**src/rtl/plim_pkg.sv**
```systemverilog
// ----------------------------------------------------------------------------
// plim_pkg: shared types and constants for the priority level interrupt masker
// Holds the source and level counts, field widths, operation codes and status
// codes.
// ----------------------------------------------------------------------------
package plim_pkg;

  // sizes of the source, level and nesting stores
  localparam int NumSources = 14;
  localparam int NumLevels  = 8;
  localparam int StackDepth = 8;

  // field widths
  localparam int SrcW    = 4;
  localparam int LevelW  = 3;
  localparam int MaskW   = 14;
  localparam int FuncW   = 2;
  localparam int StatusW = 2;
  localparam int StackW  = $clog2(StackDepth);
  localparam int NestW   = StackW + 1;

  // operation codes
  typedef enum logic [FuncW-1:0] {
    FuncAssign = 2'd0,
    FuncMask   = 2'd1,
    FuncEnter  = 2'd2,
    FuncExit   = 2'd3
  } func_e;

  // result status codes
  typedef enum logic [StatusW-1:0] {
    StatusOk        = 2'd0,
    StatusStackFull = 2'd1,
    StatusStackEmpt = 2'd2
  } status_e;

endpackage

```
**src/rtl/priority_level_interrupt_masker.sv**
```systemverilog
// ----------------------------------------------------------------------------
// priority_level_interrupt_masker: nested priority interrupt masker
// Keeps a level per source and an enable row per level; assigns, masks,
// enters the lowest pending source with a nesting stack, and exits.
// ----------------------------------------------------------------------------
//
//  channel | direction | handshake                  | payload
//  --------+-----------+----------------------------+-------------------------
//  in      | input     | in_valid_i / in_stall_o    | func, source, prio,
//          |           |                            | pending_bits
//  out     | output    | out_valid_o / out_stall_i  | enable_mask, ack_bits,
//          |           |                            | taken, taken_source,
//          |           |                            | active_level, status
//
// - one beat per cycle in and out while the output is not stalled; each beat
//   passes the input register, then the result register
// - the operation runs on the state while a beat moves from the input
//   register into the result register, so each beat sees the state left by
//   the one before it
// - reset clears the level table, the enable rows, the current level and the
//   nesting count; the saved level stack holds no reset value
// - a stall on the output holds the result and backs up into in_stall_o
//
module priority_level_interrupt_masker (
  input  logic                           clk_i,
  input  logic                           rst_ni,
  // input channel
  input  logic                           in_valid_i,
  output logic                           in_stall_o,
  input  logic [plim_pkg::FuncW-1:0]     func_i,
  input  logic [plim_pkg::SrcW-1:0]      source_i,
  input  logic [plim_pkg::LevelW-1:0]    prio_i,
  input  logic [plim_pkg::MaskW-1:0]     pending_bits_i,
  // output channel
  output logic                           out_valid_o,
  input  logic                           out_stall_i,
  output logic [plim_pkg::MaskW-1:0]     enable_mask_o,
  output logic [plim_pkg::MaskW-1:0]     ack_bits_o,
  output logic                           taken_o,
  output logic [plim_pkg::SrcW-1:0]      taken_source_o,
  output logic [plim_pkg::LevelW-1:0]    active_level_o,
  output logic [plim_pkg::StatusW-1:0]   status_o
);

  // input register
  logic                          s1_valid_q;
  logic [plim_pkg::FuncW-1:0]    func_q;
  logic [plim_pkg::SrcW-1:0]     src_q;
  logic [plim_pkg::LevelW-1:0]   prio_q;
  logic [plim_pkg::MaskW-1:0]    pend_q;

  // block state
  logic [plim_pkg::LevelW-1:0]   sprio_q [plim_pkg::NumSources];
  logic [plim_pkg::LevelW-1:0]   sprio_d [plim_pkg::NumSources];
  logic [plim_pkg::MaskW-1:0]    rows_q  [plim_pkg::NumLevels];
  logic [plim_pkg::MaskW-1:0]    rows_d  [plim_pkg::NumLevels];
  logic [plim_pkg::LevelW-1:0]   saved_q [plim_pkg::StackDepth];
  logic [plim_pkg::LevelW-1:0]   cur_q, cur_d;
  logic [plim_pkg::NestW-1:0]    nest_q, nest_d;

  // result register
  logic                          out_valid_q;
  logic [plim_pkg::MaskW-1:0]    enable_q, enable_d;
  logic [plim_pkg::MaskW-1:0]    ack_q, ack_d;
  logic                          taken_q, taken_d;
  logic [plim_pkg::SrcW-1:0]     tsrc_q, tsrc_d;
  logic [plim_pkg::StatusW-1:0]  status_q, status_d;

  // handshake
  logic adv;
  logic in_acc;
  logic push_en;

  // beat moves from the input register to the result register
  assign adv        = s1_valid_q && (!out_valid_q || !out_stall_i);
  assign in_stall_o = s1_valid_q && !adv;
  assign in_acc     = in_valid_i && !in_stall_o;

  // operation logic
  logic [plim_pkg::LevelW-1:0]  prio_sat;
  logic                         src_ok;
  logic [plim_pkg::MaskW-1:0]   pend_m;
  logic [plim_pkg::SrcW-1:0]    low_idx;
  logic [plim_pkg::SrcW-1:0]    rd_src;
  logic [plim_pkg::LevelW-1:0]  rd_prio;
  logic [plim_pkg::MaskW-1:0]   src_bit;

  always_comb begin
    sprio_d  = sprio_q;
    rows_d   = rows_q;
    cur_d    = cur_q;
    nest_d   = nest_q;
    push_en  = 1'b0;
    ack_d    = '0;
    taken_d  = 1'b0;
    tsrc_d   = '0;
    status_d = plim_pkg::StatusOk;

    // level saturation and source range
    if (32'(prio_q) >= plim_pkg::NumLevels) begin
      prio_sat = plim_pkg::LevelW'(plim_pkg::NumLevels - 1);
    end else begin
      prio_sat = prio_q;
    end
    src_ok  = 32'(src_q) < plim_pkg::NumSources;
    src_bit = plim_pkg::MaskW'(1) << src_q;

    // lowest pending source among the valid ones
    pend_m  = '0;
    low_idx = '0;
    for (int i = 0; i < plim_pkg::NumSources; i++) begin
      pend_m[i] = pend_q[i];
    end
    for (int i = plim_pkg::NumSources - 1; i >= 0; i--) begin
      if (pend_m[i]) begin
        low_idx = plim_pkg::SrcW'(i);
      end
    end

    // single read of the level table
    rd_src  = (plim_pkg::func_e'(func_q) == plim_pkg::FuncEnter) ? low_idx : src_q;
    rd_prio = src_ok || (plim_pkg::func_e'(func_q) == plim_pkg::FuncEnter) ?
              sprio_q[rd_src] : '0;

    unique case (plim_pkg::func_e'(func_q))
      plim_pkg::FuncAssign: begin
        if (src_ok) begin
          sprio_d[src_q] = prio_sat;
          for (int i = 0; i < plim_pkg::NumLevels; i++) begin
            if (i < 32'(prio_sat)) begin
              rows_d[i] = rows_q[i] | src_bit;
            end
          end
        end
      end
      plim_pkg::FuncMask: begin
        if (src_ok) begin
          sprio_d[src_q] = '0;
          for (int i = 0; i < plim_pkg::NumLevels; i++) begin
            if (i < 32'(rd_prio)) begin
              rows_d[i] = rows_q[i] & ~src_bit;
            end
          end
        end
      end
      plim_pkg::FuncEnter: begin
        if (pend_m != '0) begin
          if (32'(nest_q) >= plim_pkg::StackDepth) begin
            status_d = plim_pkg::StatusStackFull;
          end else begin
            push_en = 1'b1;
            nest_d  = nest_q + plim_pkg::NestW'(1);
            cur_d   = rd_prio;
            ack_d   = plim_pkg::MaskW'(1) << low_idx;
            taken_d = 1'b1;
            tsrc_d  = low_idx;
          end
        end
      end
      plim_pkg::FuncExit: begin
        if (nest_q == '0) begin
          status_d = plim_pkg::StatusStackEmpt;
        end else begin
          nest_d = nest_q - plim_pkg::NestW'(1);
          cur_d  = saved_q[nest_d[plim_pkg::StackW-1:0]];
        end
      end
      default: ;
    endcase

    // row of the level that is current after the operation
    enable_d = rows_d[cur_d];
  end

  // control state
  always_ff @(posedge clk_i or negedge rst_ni) begin
    if (!rst_ni) begin
      s1_valid_q  <= 1'b0;
      out_valid_q <= 1'b0;
      cur_q       <= '0;
      nest_q      <= '0;
      for (int i = 0; i < plim_pkg::NumSources; i++) begin
        sprio_q[i] <= '0;
      end
      for (int i = 0; i < plim_pkg::NumLevels; i++) begin
        rows_q[i] <= '0;
      end
    end else begin
      if (in_acc) begin
        s1_valid_q <= 1'b1;
      end else if (adv) begin
        s1_valid_q <= 1'b0;
      end
      if (adv) begin
        out_valid_q <= 1'b1;
        cur_q       <= cur_d;
        nest_q      <= nest_d;
        sprio_q     <= sprio_d;
        rows_q      <= rows_d;
      end else if (!out_stall_i) begin
        out_valid_q <= 1'b0;
      end
    end
  end

  // payload registers and nesting stack
  always_ff @(posedge clk_i) begin
    if (in_acc) begin
      func_q <= func_i;
      src_q  <= source_i;
      prio_q <= prio_i;
      pend_q <= pending_bits_i;
    end
    if (adv) begin
      enable_q <= enable_d;
      ack_q    <= ack_d;
      taken_q  <= taken_d;
      tsrc_q   <= tsrc_d;
      status_q <= status_d;
      if (push_en) begin
        saved_q[nest_q[plim_pkg::StackW-1:0]] <= cur_q;
      end
    end
  end

  // outputs
  assign out_valid_o    = out_valid_q;
  assign enable_mask_o  = enable_q;
  assign ack_bits_o     = ack_q;
  assign taken_o        = taken_q;
  assign taken_source_o = tsrc_q;
  assign active_level_o = cur_q;
  assign status_o       = status_q;

  // checks
  a_ack_onehot: assert property (@(posedge clk_i) disable iff (!rst_ni)
    out_valid_q && taken_q |-> $onehot(ack_q))
    else $error("taken beat without a one-hot acknowledge");

  a_idle_fields: assert property (@(posedge clk_i) disable iff (!rst_ni)
    out_valid_q && !taken_q |-> (ack_q == '0) && (tsrc_q == '0))
    else $error("acknowledge fields set on a beat that took nothing");

  a_nest_bound: assert property (@(posedge clk_i) disable iff (!rst_ni)
    32'(nest_q) <= plim_pkg::StackDepth)
    else $error("nesting count beyond stack depth");

  a_full_no_take: assert property (@(posedge clk_i) disable iff (!rst_ni)
    out_valid_q && (status_q == plim_pkg::StatusStackFull) |-> !taken_q)
    else $error("source taken with a full stack");

  a_push_count: assert property (@(posedge clk_i) disable iff (!rst_ni)
    adv && push_en |=> (nest_q == $past(nest_q) + plim_pkg::NestW'(1)) && taken_q)
    else $error("push did not advance the nesting count");

endmodule

```
**config.mk**
```make
export PLATFORM = sky130hd
export DESIGN_NAME = priority_level_interrupt_masker
export DESIGN_NICKNAME = d
export VERILOG_FILES = /design/src/rtl/plim_pkg.sv /design/src/rtl/priority_level_interrupt_masker.sv
export SDC_FILE = /design/constraint.sdc
export NUM_CORES = 1
export LEC_CHECK = 0
export ABC_AREA = 1
export BUFFER_PORTS_ARGS = -buffer_cell sky130_fd_sc_hd__buf_2
export CORE_UTILIZATION = 40
export CTS_CLUSTER_SIZE = 12
export DETAILED_ROUTE_END_ITERATION = 8
export PLACE_DENSITY_LB_ADDON = 0.25
export SYNTH_ARGS = -nofsm -noshare
export SYNTH_HDL_FRONTEND = slang
export SYNTH_SLANG_ARGS = --single-unit
export TNS_END_PERCENT = 100
```
**constraint.sdc**
```tcl
create_clock -name clk_i -period 7.54 [get_ports clk_i]
set_input_delay 1.131 -clock clk_i [delete_from_list [all_inputs] [get_ports clk_i]]
set_output_delay 1.131 -clock clk_i [all_outputs]
set_load 0.03 [all_outputs]
```
==> flow_metrics.tcl <==
set metrics [dict create \
    status "finished clean" \
    hold_class "flop to flop" \
    clkTransAtPathRegs_ns 0.06 \
    yosysUniqueCellTypes 43 \
    layout_setup_ws_ns 2.93 \
    antenna_found_initial 0 \
    power.leakage_nw 6.12 \
    dp.cells 2004 \
    drtAntennaViolNets 0 \
    syn_nets 1639 \
    pwr-share-comb_pct 35.7 \
    r2r-start "func_q[1]" \
    ys.flop_type "dfrtp_1" \
    endpoint_kind "flop" \
    stdcell_count 2052 \
    diodes 0 \
    insertion_delay_ns 0.55 \
    gr-total-overflow 0 \
    critPathMaxStageDelay_ns 0.69 \
    syn_to_final_growth_pct 11.2 \
    grt_max_degree 108 \
    wl_um 36700 \
    power_frac_seq_pct 38.7 \
    start_kind "flop" \
    timing.setup.tns_ns 0 \
    max_freq_mhz 217 \
    synth_top_cell_area_share_pct 29.9 \
    drc 0 \
    crit_slowest_cell "nor2_2" \
    drive_above_1_share_pct 8.94 \
    cp_cell_sequence "buf_4 > inv_2 > nor2_4 > inv_2 > nand2_2 > nand2_4 > nand2_1 > nand3_1 > nand3_1 > nand3_1 > nand3_1 > nand2_1 > nand2_2 > buf_4 > inv_2 > nor2_2 > nand2_1 > nand2_1 > nand2_1 > nand2_1" \
    worstPathRequired_ns 7.95 \
    via_per_inst 5.39 \
    postPlaceCellArea_sq_um 13000 \
    cts_resized 0 \
    pin_count 67 \
    die_w_um 179 \
    cts_tree "done" \
    synth-seq-cells 231 \
    internal_power_mw 3.00 \
    die_y_um 179 \
    p_per_area_nw_per_um2 357 \
    period_needed_ns 4.61 \
    via_count 11100 \
    whs_path_depth 2 \
    path_common_cell "nand2_1" \
    numClockSinks 231 \
    fp.coreArea_sq_um 30700 \
    crit_type "flop to flop" \
    final_cell_area_sq_um 13900 \
    cts_hold_buf 0 \
    timing.final.crit_share_pct 61.1 \
    cts_root_buffer "clkbuf_16" \
    io_buffers 66 \
    place_ws_ns 3.02 \
    finalClockSkew_ns 0.0225 \
    grt.total_usage_pct 23.2 \
    synth_top_area_cell "dfrtp_1" \
    nets 1665 \
    r2r-end "enable_mask_o[0]" \
    vdd_drop_max_mv 0.165 \
    setup_viol 0 \
    yosys_warnings 0 \
    async_flop_share_pct 64.5 \
    grt_pass1_vias 10300 \
    dpl.hpwl_um 23700 \
    worstHoldEndpoint "rows_q[78]" \
    drtIter0Drc 1080 \
    rsz0062_at_grt "false" \
    netSwitchingPower_mw 1.95 \
    maxCapViolations 0 \
    dr.pass1.iters 6 \
    synthCells 1610 \
    wl_per_cell_um 17.9 \
    synthesis.area_sq_um 12500 \
    gp_congestion 0.880 \
    finalMaxSlewViolations 0 \
    cp.arrival_ns 5.01 \
    start_util_pct 40.7 \
    worstRegToRegCells 20 \
    worstMarginPinSlew_ns 1.19 \
    cts_buffers 26 \
    cts_buffer_depth 3 \
    avgSynthCellArea_sq_um 7.75 \
    p_clk_share_pct 25.6 \
    r2r_slack_ns 2.93 \
    synth_seq_area_share_pct 49.6 \
    synth_edf_count 82 \
    dieArea_sq_um 31900 \
    synth.area.top_cells "dfrtp_1 (30%), edfxtp_1 (20%), nand2_1 (17%)" \
    fillers 3028 \
    num_rows 64 \
    htreeDepth 1 \
    crit_path_max_fanout 58 \
    grt_pass1_wl_um 57500 \
    hold_violations 0 \
    min-delay-start "rows_q[78]" \
    relSlewSlack_pct 20.5 \
    cts_setup_buffers 0 \
    switching_share_pct 39.5 \
]
==> worst max path at each step <==
stage	start	end	slack, ns	depth (start not counted)
2_1_floorplan	out_stall_i	ack_bits_o[0]	4.39	4
4_1_cts	func_q[1]	enable_mask_o[0]	3.00	20
3_5_place_dp	func_q[1]	enable_mask_o[12]	3.02	20
5_1_grt	func_q[1]	enable_mask_o[3]	2.55	20
3_3_place_gp	func_q[1]	enable_mask_o[13]	3.17	20
6_report	func_q[1]	enable_mask_o[0]	2.93	20
==> per-layer routing <==
metal	track usage [%]	wire length, um	vias up
met4	7.66	1080	0
met5	0	0	-
met3	4.88	3080	72
met2	35.0	15800	453
li1	-	-	5359
met1	32.8	16800	5184
==> critical path: cells and delay by family, from the launching register on <==
family	cells	cell delay, ns
buffers and inverters	5	1.55
DFF	1	0.32
and+or+nand+nor	15	2.51
==> placed cells by master (no fill, tap or decap), types with 7 or more instances in the layout <==
cell       netlist  routed
clkbuf_16        0      27
a31oi_1         42      42
o21bai_1        53      53
nor3_1          19      19
inv_1          122     122
dfrtp_1        149     149
nand2_2          8       8
nor2_1         155     152
buf_2           17      65
buf_4            6       8
o31ai_1         11      11
o21ai_0        132     132
a21oi_1          7       7
edfxtp_1        82      82
nand3_1        137     137
clkbuf_8         0       9
nand2_1        560     560
clkbuf_1        47       9
==> power groups by stage <==
| stage | clock network [mW] | logic, mW | registers [mW] |
|---|---|---|---|
| 2_1_floorplan | 0 | 1.26 | 1.95 |
| 3_3_place_gp | 0 | 1.70 | 1.93 |
| 3_5_place_dp | 0 | 1.75 | 1.93 |
| 4_1_cts | 1.28 | 1.75 | 1.91 |
| 5_1_grt | 1.33 | 1.99 | 1.95 |
| 6_report | 1.27 | 1.77 | 1.91 |
==> registers in the layout, indices dropped and copies added (netlist names), 4 cells and up <==
signal / cells
ack_bits_o: 14
enable_mask_o: 14
nest_q: 4
pend_m: 14
rows_q: 98
saved_q: 24
sprio_q: 42
src_q: 4
taken_source_o: 4
==> kinds of logic (layout without fill, tap and decap cells) <==
logic type / Yosys count / after routing / share of synthesized area [%]
AO/OA/AOI/OAI: 264 / 264 / 12.8
XOR/XNOR: 5 / 5 / 0.351
adder cells (fa/ha/maj): 2 / 2 / 0.201
buffers and inverters: 206 / 252 / 6.87
flip-flops: 231 / 231 / 49.6
multiplexers: 6 / 6 / 0.481
AND/OR/NAND/NOR: 896 / 896 / 29.6
==> cell type report <==
class                   instances  area, sq um  area share (%)
clock buffers                  45          833            6.01
clock inverters                 3         17.5           0.126
inverters                     130          493            3.56
multi-input cells            1173         5440            39.2
flip-flops and latches        231         6190            44.6
well taps                     396          495            3.57
repair buffers                 74          397            2.86
==> cells in the mapped netlist (8+ instances only) <==
cell type	count
inv_1	122
nor3_1	19
edfxtp_1	82
nor2_1	155
clkbuf_1	47
nand2_1	560
o21ai_0	132
nand3_1	137
buf_2	17
a31oi_1	42
dfrtp_1	149
nand2_2	8
o31ai_1	11
o21bai_1	53
==> through the flow <==
stage / util (%) / power (mW) / hold WS, ns
floorplan: - / 3.21 / 0.434
global placement: 42.4 / 3.63 / 0.461
detailed placement: 42.4 / 3.67 / 0.468
global route: 45.2 / 5.28 / 0.494
CTS: 45.2 / 4.94 / 0.482
finish: 45.2 / 4.95 / 0.477
No activity file was read; power rests on OpenSTA's default activity.
